===== config.mk =====
export PLATFORM = sky130hd
export DESIGN_NAME = cbct_div
export DESIGN_NICKNAME = d
export VERILOG_FILES = /design/src/rtl/cbct_pkg.sv /design/src/rtl/cbct_div.sv
export SDC_FILE = /design/constraint.sdc
export NUM_CORES = 1
export LEC_CHECK = 0
export BUFFER_PORTS_ARGS = -buffer_cell sky130_fd_sc_hd__buf_2
export CORE_ASPECT_RATIO = 0.75
export CORE_MARGIN = 2
export CORE_UTILIZATION = 60
export DETAILED_ROUTE_END_ITERATION = 7
export PLACE_DENSITY_LB_ADDON = 0.12
export SLEW_MARGIN = 20
export SYNTH_ARGS = -nofsm -noshare
export SYNTH_HDL_FRONTEND = slang
export SYNTH_SLANG_ARGS = --single-unit

===== constraint.sdc =====
create_clock -name aclk -period 4.9 [get_ports aclk]
set_input_delay 0.98 -clock aclk [delete_from_list [all_inputs] [get_ports aclk]]
set_output_delay 0.98 -clock aclk [all_outputs]
set_load 0.005 [all_outputs]

===== src/rtl/cbct_pkg.sv =====
// Package: shared codes, state type and reset defaults for the blob centroid tracker.
package cbct_pkg;

    localparam int DEF_MAX_ENTRIES = 64;
    localparam int DEF_COORD_BITS  = 12;
    localparam int DEF_COUNT_BITS  = 24;

    localparam logic [7:0]  DEF_TARGET_RED   = 8'd210;
    localparam logic [7:0]  DEF_TARGET_GREEN = 8'd229;
    localparam logic [6:0]  DEF_SPREAD       = 7'd15;
    localparam logic [25:0] DEF_RADIUS_SQ    = 26'd2500;
    localparam logic [31:0] DEF_MAX_AGE      = 32'd300000;

    localparam logic [1:0] CMD_PIXEL = 2'd0;
    localparam logic [1:0] CMD_TICK  = 2'd1;
    localparam logic [1:0] CMD_CLEAR = 2'd2;

    localparam logic [2:0] STAT_REJECT = 3'd0;
    localparam logic [2:0] STAT_JOIN   = 3'd1;
    localparam logic [2:0] STAT_NEW    = 3'd2;
    localparam logic [2:0] STAT_DROP   = 3'd3;
    localparam logic [2:0] STAT_DONE   = 3'd4;

    localparam logic [2:0] CFG_TARGET_RED   = 3'd0;
    localparam logic [2:0] CFG_TARGET_GREEN = 3'd1;
    localparam logic [2:0] CFG_SPREAD       = 3'd2;
    localparam logic [2:0] CFG_RADIUS_SQ    = 3'd3;
    localparam logic [2:0] CFG_MAX_AGE      = 3'd4;

    typedef enum logic [2:0] {
        FSM_IDLE,
        FSM_SCAN,
        FSM_DECIDE,
        FSM_MUL,
        FSM_DIV_LOAD,
        FSM_DIV_WAIT,
        FSM_COMMIT,
        FSM_RESP
    } fsm_state_t;

endpackage


===== src/rtl/cbct_div.sv =====
// Restoring divider, one quotient bit per cycle, quotient known to fit QBITS.
module cbct_div
    import cbct_pkg::*;
#(
    parameter int QBITS = DEF_COORD_BITS,
    parameter int VBITS = DEF_COUNT_BITS
) (
    input  logic                   aclk,
    input  logic                   aresetn,
    input  logic                   start,
    input  logic [QBITS+VBITS-1:0] num,
    input  logic [VBITS:0]         den,
    output logic                   busy,
    output logic [QBITS-1:0]       quot
);

    localparam int CW = $clog2(QBITS + 1);

    logic           busy_reg;
    logic [CW-1:0]  cnt_reg;
    logic [VBITS:0] rem_reg;
    logic [VBITS:0] den_reg;
    logic [QBITS-1:0] low_reg;
    logic [QBITS-1:0] q_reg;
    logic [VBITS+1:0] trial;
    logic [VBITS+1:0] diff;
    logic             fits;

    assign trial = {rem_reg, low_reg[QBITS-1]};
    assign fits  = trial >= {1'b0, den_reg};
    assign diff  = trial - {1'b0, den_reg};

    always_ff @(posedge aclk) begin
        if (!aresetn) begin
            busy_reg <= 1'b0;
            cnt_reg  <= '0;
        end else if (start) begin
            busy_reg <= 1'b1;
            cnt_reg  <= CW'(QBITS);
        end else if (busy_reg) begin
            cnt_reg <= cnt_reg - 1'b1;
            if (cnt_reg == CW'(1)) begin
                busy_reg <= 1'b0;
            end
        end
    end

    always_ff @(posedge aclk) begin
        if (start) begin
            rem_reg <= {1'b0, num[QBITS+VBITS-1:QBITS]};
            low_reg <= num[QBITS-1:0];
            den_reg <= den;
            q_reg   <= '0;
        end else if (busy_reg) begin
            rem_reg <= fits ? diff[VBITS:0] : trial[VBITS:0];
            low_reg <= {low_reg[QBITS-2:0], 1'b0};
            q_reg   <= {q_reg[QBITS-2:0], fits};
        end
    end

    assign busy = busy_reg;
    assign quot = q_reg;

endmodule


==> key figures <==
Placed design
  – DP HPWL: 6040 um
  – # port buffers: 76
  – Dpl cell area: 0.00496 mm2
  – Placed cell count: 576
  – Gp weighted congestion: 0.873

STA
  – Worst slew margin: 0.344
  – RSZ-0062 raised after global routing: no
  – Fin crit share: 0.658
  – Min cycle time layout: 3220 ps
  – Clk_skew: 22.4 ps
  – Final setup violation count: 0
  – Hold Vio Cnt, Final: 0
  – Achievable Freq: 310 MHz
  – Slew Viols, Final: 0
  – Hold_ws: 505 ps
  – Actual slew at the worst max-slew pin: 983 ps
  – Fin Setup TNS: 0 ps

Setup path
  – Slowest stage cell, crit path: fa_1
  – Worst Path Class, Setup: reg -> reg
  – WP data required: 5040 ps
  – Worst Setup End Kind: flip-flop
  – CP peak stage delay: 410 ps
  – Crit path buf inv count: 1
  – Arr. time, crit path: 3360 ps
  – CP startpoint kind: flip-flop
  – Worst-path cell chain: ha_1, fa_1, nand2b_1, a21oi_1, o211ai_2, o211a_1, o21ai_2, a31oi_4, buf_16, o311ai_0
  – CP Max Fanout: 29
  – Crit-path leading delay family: compound AO/OA/AOI/OAI gates

Yosys
  – Post-Syn Nets: 507
  – Synthesized flop and latch total: 79
  – Post-synth EDFFs: 61
  – Post-synthesis async set-or-reset flop share: 0
  – Post-synth design cell area: 0.00452 mm2
  – Post-synthesis sequential area ratio: 0.485
  – Synth Flop Type: edfxtp_1
  – Synth warn: 0
  – Post-Synthesis Cells: 415
  – Synth unique cells: 51
  – Avg Cell Area, Syn: 10.9 um2

Clocking
  – Clk buf depth: 2
  – Post-CTS setup buffers: 0
  – H-tree depth: 3
  – CTS sink cnt: 79
  – CTS tree: built
  – Post-CTS sizing: 0
  – Hold Buf Count CTS: 0
  – Worst skew pair latency: 380 ps
  – CTS Buf Count: 9
  – Clock root buffer master: clkbuf_8
  – Worst-path clk slew: 80 ps

Finish
  – Layout Nets: 579
  – Fillers: 581
  – Final Cell Area: 0.00518 mm2
  – Proportion of layout cells with a drive suffix above 1: 0.230
  – Most frequent cells in the layout: 75 x buf_2, 61 x edfxtp_1, 32 x inv_1
  – Most common cell after layout, fill and taps aside: buf_2
  – Layout area overhead: 14.7%
  – Diode count: 0
  – Non-Filler Instances: 593

Global routing
  – First-pass GRT wire length: 14700 um
  – Initial antenna violation count: 0
  – Gr ovfl total: 0
  – Total track usage: 0.226
  – Vias in the first global route: 3271
  – Largest net degree at the start of global routing: 64

Floorplan
  – Initial core utilization: 0.616
  – DIE AREA: 0.00825 mm2
  – Row cnt: 27
  – Die W: 104 um
  – Top Ports: 77
  – Die Y: 79.2 um
  – Core area: 0.00733 mm2

Detailed routing
  – Via Count: 3357
  – Iteration-0 DRC Markers: 154
  – Final ANT Viol Nets: 0
  – Initial DRT Pass Iterations: 4
  – Total routed wirelength: 8750 um
  – DRC Markers: 0
  – Routed WL per cell: 14.8 um
  – Vias per inst: 5.66

Hold path
  – HP Class: reg -> reg

Run status
  – Status: completed

Pwr
  – PwrDens: 416 mW/mm2
  – Peak supply drop: 0.298 mV
  – Static Leak: 0.00221 uW
  – Total power: 2160 uW

Run
  – MaxCap Viol Count: 0
[path summary, 6_finish.rpt]
check                                start           to  slack [ps]  cells past startpoint
worst min register to register  cnt_reg[1]   cnt_reg[1]         510                      2
worst min-delay path            cnt_reg[1]   cnt_reg[1]         510                      2
worst max register to register  den_reg[0]  rem_reg[10]        1680                     10
worst max-delay path            den_reg[0]  rem_reg[10]        1680                     10
[cell type report]
type                       instances  area, um2  share of cell area
timing repair buffer              78        418              0.0806
clock buffer                      10        128              0.0246
inverter                          32        120              0.0232
clock inverter                     6       67.6              0.0130
multi-input combinational        287       2130               0.411
sequential                        79       2190               0.423
tap                              101        126              0.0244
[worst min-delay path: cells and delay by family, from the launching register on]
kind / cells / cell delay (ps)
compound gates: 1 / 50
simple gates: 1 / 90
flops: 1 / 330
[per-layer routing]
layer,global-route usage,routed length (um),vias to the layer above
met3,0.0681,480,11
met5,0,0,-
met1,0.297,4290,1590
li1,-,-,1671
met4,0.0919,124,0
met2,0.353,3860,85
[stage by stage]
stage	worst slack [ps]	util
final	1680	0.707
after global routing	1360	0.707
after CTS	1450	0.703
after detailed placement	1470	0.677
after global placement	1590	0.677
after floorplan	2150	-
[Yosys cell counts, drive strengths merged, types with 5 or more instances]
cell / number / area (um2)
o211ai: 5 / 42.5
clkbuf: 9 / 33.8
nor3: 6 / 30.0
nand2b: 7 / 43.8
nand3: 7 / 35.0
inv: 32 / 120
a211oi: 5 / 37.5
nor2b: 12 / 75.1
nand3b: 12 / 90.1
xor2: 14 / 123
a21o: 7 / 52.6
edfxtp: 61 / 1830
ha: 27 / 338
dfxtp: 18 / 360
nand2: 27 / 101
mux2: 13 / 146
a21oi: 18 / 90.1
o311ai: 12 / 105
o31ai: 7 / 52.6
o21ai: 13 / 68.8
nor2: 29 / 109
buf: 8 / 41.3
xnor2: 10 / 87.6
a221o: 5 / 50.1
mux2i: 17 / 170
[report_power, final]
group          internal [uW]  switching [uW]  total, uW  leakage, uW
combinational            349             434        783      0.00136
clock                    238             255        493    0.0000933
sequential               833            47.8        881     0.000759
[logic make-up (layout without fill, tap and decap cells)]
| kind of cell | after synthesis | in the layout | share of synthesized area |
|---|---|---|---|
| and+or+nand+nor | 111 | 111 | 0.123 |
| DFF | 79 | 79 | 0.485 |
| AOI/OAI and AO/OA | 94 | 94 | 0.153 |
| adders and majority gates | 28 | 28 | 0.0792 |
| xor gates and xnor gates | 24 | 24 | 0.0465 |
| muxes | 30 | 30 | 0.0700 |
| buffers and inverters | 49 | 126 | 0.0432 |
(Power assumes the default switching activity.)
