`config.mk`:
```
export PLATFORM = sky130hd
export DESIGN_NAME = cbct_cell
export DESIGN_NICKNAME = d
export VERILOG_FILES = /design/src/rtl/cbct_pkg.sv /design/src/rtl/cbct_cell.sv
export SDC_FILE = /design/constraint.sdc
export NUM_CORES = 1
export LEC_CHECK = 0
export BUFFER_PORTS_ARGS = -buffer_cell sky130_fd_sc_hd__buf_2
export CORE_MARGIN = 5
export CORE_UTILIZATION = 40
export CTS_CLUSTER_DIAMETER = 40
export DETAILED_ROUTE_END_ITERATION = 16
export HOLD_SLACK_MARGIN = 0.15
export PLACE_DENSITY_LB_ADDON = 0.15
export SYNTH_ARGS = -nofsm -noshare
export SYNTH_HDL_FRONTEND = slang
export SYNTH_SLANG_ARGS = --single-unit
export TNS_END_PERCENT = 1
```
`constraint.sdc`:
```
create_clock -name aclk -period 1 [get_ports aclk]
set_input_delay 0.1 -clock aclk [delete_from_list [all_inputs] [get_ports aclk]]
set_output_delay 0.1 -clock aclk [all_outputs]
set_load 0.1 [all_outputs]
```
`src/rtl/cbct_pkg.sv`:
```
// Package: shared codes, state type and reset defaults for the blob centroid tracker.
package cbct_pkg;

    localparam int DEF_MAX_ENTRIES = 64;
    localparam int DEF_COORD_BITS  = 12;
    localparam int DEF_COUNT_BITS  = 24;

    localparam logic [7:0]  DEF_TARGET_RED   = 8'd210;
    localparam logic [7:0]  DEF_TARGET_GREEN = 8'd229;
    localparam logic [6:0]  DEF_SPREAD       = 7'd15;
    localparam logic [25:0] DEF_RADIUS_SQ    = 26'd2500;
    localparam logic [31:0] DEF_MAX_AGE      = 32'd300000;

    localparam logic [1:0] CMD_PIXEL = 2'd0;
    localparam logic [1:0] CMD_TICK  = 2'd1;
    localparam logic [1:0] CMD_CLEAR = 2'd2;

    localparam logic [2:0] STAT_REJECT = 3'd0;
    localparam logic [2:0] STAT_JOIN   = 3'd1;
    localparam logic [2:0] STAT_NEW    = 3'd2;
    localparam logic [2:0] STAT_DROP   = 3'd3;
    localparam logic [2:0] STAT_DONE   = 3'd4;

    localparam logic [2:0] CFG_TARGET_RED   = 3'd0;
    localparam logic [2:0] CFG_TARGET_GREEN = 3'd1;
    localparam logic [2:0] CFG_SPREAD       = 3'd2;
    localparam logic [2:0] CFG_RADIUS_SQ    = 3'd3;
    localparam logic [2:0] CFG_MAX_AGE      = 3'd4;

    typedef enum logic [2:0] {
        FSM_IDLE,
        FSM_SCAN,
        FSM_DECIDE,
        FSM_MUL,
        FSM_DIV_LOAD,
        FSM_DIV_WAIT,
        FSM_COMMIT,
        FSM_RESP
    } fsm_state_t;

endpackage

```
`src/rtl/cbct_cell.sv`:
```
// One table slot of the rotating entry chain.
module cbct_cell
    import cbct_pkg::*;
#(
    parameter int PW = 80
) (
    input  logic          aclk,
    input  logic          aresetn,
    input  logic          shift_en,
    input  logic          valid_in,
    input  logic [PW-1:0] data_in,
    output logic          valid_out,
    output logic [PW-1:0] data_out
);

    logic          valid_reg;
    logic [PW-1:0] data_reg;

    always_ff @(posedge aclk) begin
        if (!aresetn) begin
            valid_reg <= 1'b0;
        end else if (shift_en) begin
            valid_reg <= valid_in;
        end
    end

    always_ff @(posedge aclk) begin
        if (shift_en) begin
            data_reg <= data_in;
        end
    end

    assign valid_out = valid_reg;
    assign data_out  = data_reg;

endmodule

```
==> results of run 1 <==
-- where the power goes --
group / switching (mW) / total (mW) / internal, mW
Clock: 1.22 / 2.44 / 1.22
Combinational: 2.23 / 3.54 / 1.31
Sequential: 0.237 / 4.28 / 4.04
-- cells in the final DEF, fill, tap and decap left out --
cell type       count
clkbuf_1            1
buf_2              82
nor2b_1             1
edfxtp_1           80
buf_12             83
bufinv_16           1
mux2i_1             1
buf_4               3
dlymetal6s4s_1      1
dfxtp_2             1
clkinvlp_4          2
clkinv_2            2
dlygate4sd3_1      82
clkbuf_8           10
-- area by class of cell --
cell class,instances,share of cell area
Multi-Input combinational cell,2,0.002875
Sequential cell,81,0.4283
Clock buffer,11,0.02499
Timing Repair Buffer,251,0.5175
Tap cell,75,0.01659
Clock inverter,5,0.009730
-- path summary, 6_finish.rpt --
kind	startpoint	endpoint	slack, ps
worst max-delay path	data_out[11]$_DFFE_PP_	data_out[11]	-130
worst min-delay path	shift_en	data_out[41]$_DFFE_PP_	220
worst max register to register	valid_out$_SDFFE_PN0P_	valid_out$_SDFFE_PN0P_	350
worst min register to register	valid_out$_SDFFE_PN0P_	valid_out$_SDFFE_PN0P_	580
-- cells by family (layout without fill, tap and decap cells) --
group | after synthesis | in the layout | synth area share
mux | 1 | 1 | 0.004105
buf+inv | 0 | 267 | 0
flops | 81 | 81 | 0.9933
simple gates | 1 | 1 | 0.002567
-- timing repair --
item | in CTS | in global routing
hold buffers | 83 | 0
endpoints found under the setup margin | 80 | 82
gates resized for setup | 0 | 1
setup buffers | 0 | 0
endpoints found under the hold margin | 83 | 0
-- state kept, by name (all words and copies together) (netlist names) --
signal	count
data_out	80
valid_out	1
-- stage by stage --
stage | setup slack [ps] | util
6_report | -125.3 | 0.9556
5_1_grt | -140.3 | 0.9556
4_1_cts | -102.1 | 0.9552
3_5_place_dp | 149.1 | 0.7817
3_3_place_gp | 178.8 | 0.7817
2_1_floorplan | -4.017 | -
-- metal layers --
layer	global-route usage	vias to the layer above	share of wire
met4	0.1058	0	0.024
li1	-	858	-
met2	0.4808	146	0.55
met3	0.1035	17	0.10
met1	0.2681	961	0.33
met5	0	-	0
-- worst reg2reg max path, cell delays in order, from the launching register on --
cell,delay (ps)
dfxtp_2,350
mux2i_1,140
nor2b_1,60
==> results by group, run 1 <==
Run status
  • Outcome: complete, but fails checks
  • Failing checks: setup timing

Setup path
  • R2r worst-path depth: 2
  • Critical Path Fanout Max: 1
  • Data arrival, critical path: 1030 ps
  • CP Depth: 1
  • Top Family by Delay on Critical Path: flip-flops
  • CP peak stage delay: 460 ps
  • Crit Path Class: reg2out
  • CP Launch Type: register
  • CP required: 900 ps
  • CP endpoint kind: output port
  • CP bufs+invs: 1
  • Crit-path cells: buf_12
  • CP max-delay cell: edfxtp_1

STA
  • Least-Margin Pin Slew: 225.3 ps
  • Final worst setup slack: -125.3 ps
  • Final setup violation count: 80
  • Post-route setup TNS: -5823 ps
  • RSZ-0062 raised after global routing: yes
  • Fmax: 888.7 MHz
  • Slew HR: 0.8498
  • Count of pins over their slew limit: 0
  • Final min period: 1125 ps
  • Fin. Hold Viols: 0
  • Hold Worst Slack: 215.9 ps
  • Tcrit/Tclk final: 1.125
  • Clock Skews: 0 ps

Global routing
  • Total gr overflow: 0
  • First-pass GRT wire length: 13830 µm
  • Pin count of the biggest net entering global routing: 36
  • Initial antenna violation count: 0
  • Vias in the first global route: 2252
  • Global-route usage over all layers: 0.2633

Clock network
  • CTS sink count: 81
  • # H-tree levels: 3
  • CTS tree: built
  • Reg clk slew, reported paths: 100 ps
  • CTS root buf: clkbuf_8
  • CTS Buf Count: 9
  • Clock tree buffer depth: 2
  • Clock latency on the worst-skew pair: 350 ps

Final layout
  • Cell Count, Final, Fillers Out: 425
  • Multi-input logic area: 16.27 µm²
  • Fin nets: 429
  • Area growth syn-to-layout: 132.0%
  • Ant diodes: 0
  • Post-route cell area: 0.005658 mm²
  • Filler cells: 124
  • Fraction of layout cells with a size suffix above 1: 0.5257
  • Register area: 0.002424 mm²

Floorplan
  • Height of the die: 88.08 µm
  • Core ar.: 0.005921 mm²
  • Initial Utilization: 0.4119
  • Row count: 28
  • Die area: 0.007758 mm²
  • Die Wd: 88.08 µm
  • # IOs: 165

Placement
  • Port Buffers: 164
  • Post-DP Area: 0.004628 mm²
  • Hpwl dp: 4914 µm
  • RePlAce Congestion: 0.7246
  • Placed insts: 326

Logic synthesis
  • Avg Inst Size Synth: 29.38 µm²
  • Most common cell in the netlist: edfxtp_1
  • Top FF cell, synth: edfxtp_1
  • Yosys warnings: 0
  • Commonest cells in the netlist: 80 x edfxtp_1, 1 x dfxtp_1, 1 x mux2i_1, 1 x nor2b_1
  • Top cell type's share of synthesized area: 0.9851
  • Post-synthesis net count: 167
  • Flops & latches, synth: 81
  • Area leader, netlist: edfxtp_1
  • Register area share after synthesis: 0.9933
  • Synth async-reset ratio: 0
  • Post-synth EDFFs: 80
  • Distinct cells, synth: 4
  • Mapped Cells: 83
  • Top post-synthesis cells by area: edfxtp_1 99%, dfxtp_1 0.82%, mux2i_1 0.41%
  • Post-Synthesis Cell Area: 0.002439 mm²

Detailed routing
  • Routed len/inst: 23.12 µm
  • DRC Markers: 0
  • Vias per inst: 4.664
  • Routed Antenna Nets: 0
  • Routed WL: 9826 µm
  • DR vias: 1982
  • DRT Pass-1 Iters: 4
  • DRT iter0 DRCs: 112

Power
  • Power Total: 10.25 mW
  • Power Density: 1812 mW/mm²
  • Lkg Pwr: 2.366 nW
  • VDD IR-drop max: 0.001295 V

Run
  • Max-cap violations: 0

Worst hold path
  • Cell count of the worst hold path: 2
  • Min-Delay Path Class: in2reg
Power figures use the tool's default switching activity.
==> run 2, diff against run 1 <==
- CORE_UTILIZATION: 40 -> 44
==> run 2 against run 1 <==
Synthesized area unchanged. Synthesized cell count did not move. The run now fails in clock tree synthesis.
==> results by group, run 2 <==
Run status
  • Outcome: did not finish
  • Stopping stage: clock tree synthesis
  • Run Error: [ERROR DPL-0038] Utilization greater than 100%, impossible to legalize

Logic synthesis
  • Synth async-reset ratio: 0 (unchanged)
  • Post-synth EDFFs: 80 (unchanged)
  • Flops & latches, synth: 81 (unchanged)
  • Commonest cells in the netlist: 80 x edfxtp_1, 1 x dfxtp_1, 1 x mux2i_1, 1 x nor2b_1
  • Post-synthesis net count: 167 (unchanged)
  • Distinct cells, synth: 4 (unchanged)
  • Register area share after synthesis: 0.9933 (unchanged)
  • Top cell type's share of synthesized area: 0.9851 (unchanged)
  • Most common cell in the netlist: edfxtp_1
  • Top FF cell, synth: edfxtp_1
  • Area leader, netlist: edfxtp_1
  • Top post-synthesis cells by area: edfxtp_1 99%, dfxtp_1 0.82%, mux2i_1 0.41%
  • Post-Synthesis Cell Area: 0.002439 mm² (unchanged)
  • Avg Inst Size Synth: 29.38 µm² (unchanged)
  • Yosys warnings: 0 (unchanged)
  • Mapped Cells: 83 (unchanged)

Placement
  • RePlAce Congestion: 0.7345 (+1.4%)
  • Dpl ws: 145.4 ps (-3.726 ps)
  • Placed insts: 321 (-1.5%)
  • Port Buffers: 164 (unchanged)

Floorplan
  • Initial Utilization: 0.4484 (+0.03648)
  • Row count: 27 (-3.6%)
  • Height of the die: 84.45 µm (-4.1%)
  • # IOs: 165 (unchanged)
  • Die Wd: 84.45 µm (-4.1%)

Clock network
  • CTS Buf Count: 9 (unchanged)
  • Post-cts resize count: 0 (unchanged)
  • # H-tree levels: 3 (unchanged)
  • CTS root buf: clkbuf_8
  • CTS sink count: 81 (unchanged)
  • Clock tree buffer depth: 2 (unchanged)
  • Post-CTS setup buffers: 0 (unchanged)
  • Cts hold-fix bufs: 82 (-1.2%)
-- run 2: kinds of logic after synthesis --
family / share of synthesized area
flops: 0.9933
mux: 0.004105
simple gates: 0.002567
-- run 2: stage by stage --
step / TNS [ps] / area, µm²
2_1_floorplan: -321.4 / 2440
3_3_place_gp: 0 / 4609
3_5_place_dp: 0 / 4609
==> run 3, diff against run 2 <==
- CORE_UTILIZATION: 44 -> 35
- CTS_CLUSTER_DIAMETER: 40 -> unset
- HOLD_SLACK_MARGIN: 0.15 -> unset
==> run 3 against run 2 <==
The flow now finishes, with violations (setup timing).
==> results by group, run 3 (synthesized netlist as in run 1, its figures left out) <==
Run status
  • Outcome: complete, but fails checks
  • Failing checks: setup timing

Setup path
  • CP peak stage delay: 430 ps
  • Top Family by Delay on Critical Path: flip-flops
  • CP required: 900 ps
  • Data arrival, critical path: 960 ps
  • CP bufs+invs: 1
  • Crit-path cells: buf_12
  • R2R Path End: valid_out$_SDFFE_PN0P_
  • CP endpoint kind: output port
  • CP Launch Type: register
  • R2r worst-path depth: 2
  • Critical Path Fanout Max: 1
  • Crit Path Class: reg2out
  • Flop2flop setup slack: 380 ps
  • CP max-delay cell: edfxtp_1
  • Reg2reg start: valid_out$_SDFFE_PN0P_

STA
  • Slew HR: 0.8502
  • RSZ-0062 raised after global routing: yes
  • Fin. Hold Viols: 0
  • Final setup violation count: 80
  • Tcrit/Tclk final: 1.060
  • Final min period: 1060 ps
  • Count of pins over their slew limit: 0
  • Hold Worst Slack: 33.85 ps
  • Least-Margin Pin Slew: 224.7 ps
  • Fmax: 943.0 MHz
  • Final worst setup slack: -60.41 ps
  • Clock Skews: 0 ps
  • Post-route setup TNS: -3123 ps

Power
  • Sw power: 3.464 mW
  • Lkg Pwr: 2.337 nW
  • Power Density: 1765 mW/mm²
  • Power Total: 9.930 mW
  • Switch share: 0.3488
  • VDD IR-drop max: 0.001087 V
  • Gate power share: 0.350
  • Reg power frac: 0.429
  • Clock Power Share: 0.221
  • P_int: 6.466 mW

Detailed routing
  • Routed len/inst: 16.76 µm
  • Vias per inst: 4.091
  • DRC Markers: 0
  • Routed WL: 7390 µm
  • DR vias: 1804
  • Routed Antenna Nets: 0
  • DRT Pass-1 Iters: 4
  • DRT iter0 DRCs: 67

Global routing
  • Total gr overflow: 0
  • Initial antenna violation count: 0
  • GR peak layer: met2
  • Pin count of the biggest net entering global routing: 42
  • Global-route usage over all layers: 0.1720
  • Met1 Use GR: 0.1690
  • GRT met2 Usage: 0.3020
  • First-pass GRT wire length: 11080 µm
  • Met3 Resource Use GR: 0.08367
  • Vias in the first global route: 2055

Floorplan
  • Core ar.: 0.006794 mm²
  • Row count: 30 (+11%)
  • Height of the die: 93.47 µm (+11%)
  • Die Wd: 93.47 µm (+11%)
  • # IOs: 165 (unchanged)
  • Initial Utilization: 0.3589 (-0.08942)
  • Die area: 0.008737 mm²

Worst hold path
  • Cell count of the worst hold path: 3
  • Hold Crit Start: valid_in
  • Hold endpoint: valid_out$_SDFFE_PN0P_
  • Min-Delay Path Class: in2reg

Run
  • Max-cap violations: 0

Placement
  • Post-DP Area: 0.004639 mm² (+0.65%)
  • Placed insts: 345 (+7.5%)
  • Dpl ws: 162.2 ps (+16.77 ps)
  • RePlAce Congestion: 0.6904 (-6.0%)
  • Port Buffers: 164 (unchanged)

Clock network
  • CTS Buf Count: 9 (unchanged)
  • # H-tree levels: 3 (unchanged)
  • CTS sink count: 81 (unchanged)
  • Clock latency on the worst-skew pair: 330 ps
  • Reg clk slew, reported paths: 80 ps
  • CTS root buf: clkbuf_8
  • Post-CTS setup buffers: 0 (unchanged)
  • Clock tree buffer depth: 2 (unchanged)
  • CTS tree: built

Final layout
  • Max reg flops: 80
  • Most common cell after layout, fill and taps aside: buf_12
  • Ant diodes: 0
  • Most frequent cells in the layout: 83 x buf_12, 82 x buf_2, 81 x dlygate4sd3_1
  • Post-route cell area: 0.005627 mm²
  • Area growth syn-to-layout: 130.7%
  • Fin nets: 425
  • Cell Count, Final, Fillers Out: 441
  • Post-layout util: 0.8282
  • Fraction of layout cells with a size suffix above 1: 0.5217
run 3: layout make-up:
class / instances / area (µm²)
tap: 96 / 120.1
timing repair buffer: 247 / 2890
clock inverter: 4 / 45.04
sequential: 81 / 2424
clock buffer: 11 / 131.4
fill: 324 / 1167
multi-input combinational: 2 / 16.27
run 3: how the worst max path moves through the flow:
stage | startpoint | endpoint | slack [ps] | cells past startpoint
4_1_cts | data_out[9]$_DFFE_PP_ | data_out[9] | -80 | 1
5_1_grt | data_out[33]$_DFFE_PP_ | data_out[33] | -100 | 1
6_report | data_out[33]$_DFFE_PP_ | data_out[33] | -60 | 1
3_5_place_dp | shift_en | valid_out$_SDFFE_PN0P_ | 160 | 4
2_1_floorplan | data_out[0]$_DFFE_PP_ | data_out[0] | -4 | 0
3_3_place_gp | shift_en | valid_out$_SDFFE_PN0P_ | 180 | 4
run 3: metal layers:
metal  share of wire  wire length [µm]
met3            0.13               954
met4           0.022               163
met1            0.34              2517
met5               0                 0
met2            0.51              3755
run 3: power groups by stage:
stage               logic [mW]  registers [mW]  clock network, mW
floorplan              0.00396            6.09                  0
global placement          3.21            4.32                  0
detailed placement        3.23            4.33                  0
CTS                       3.48            4.26               2.24
global route              3.55            4.28               2.39
finish                    3.48            4.26               2.19
run 3: timing repair:
item                                   4_1_cts  5_1_grt
hold buffers                                81        0
endpoints found under the hold margin       81        0
setup endpoints to repair                   80       80
resized for setup                            0        0
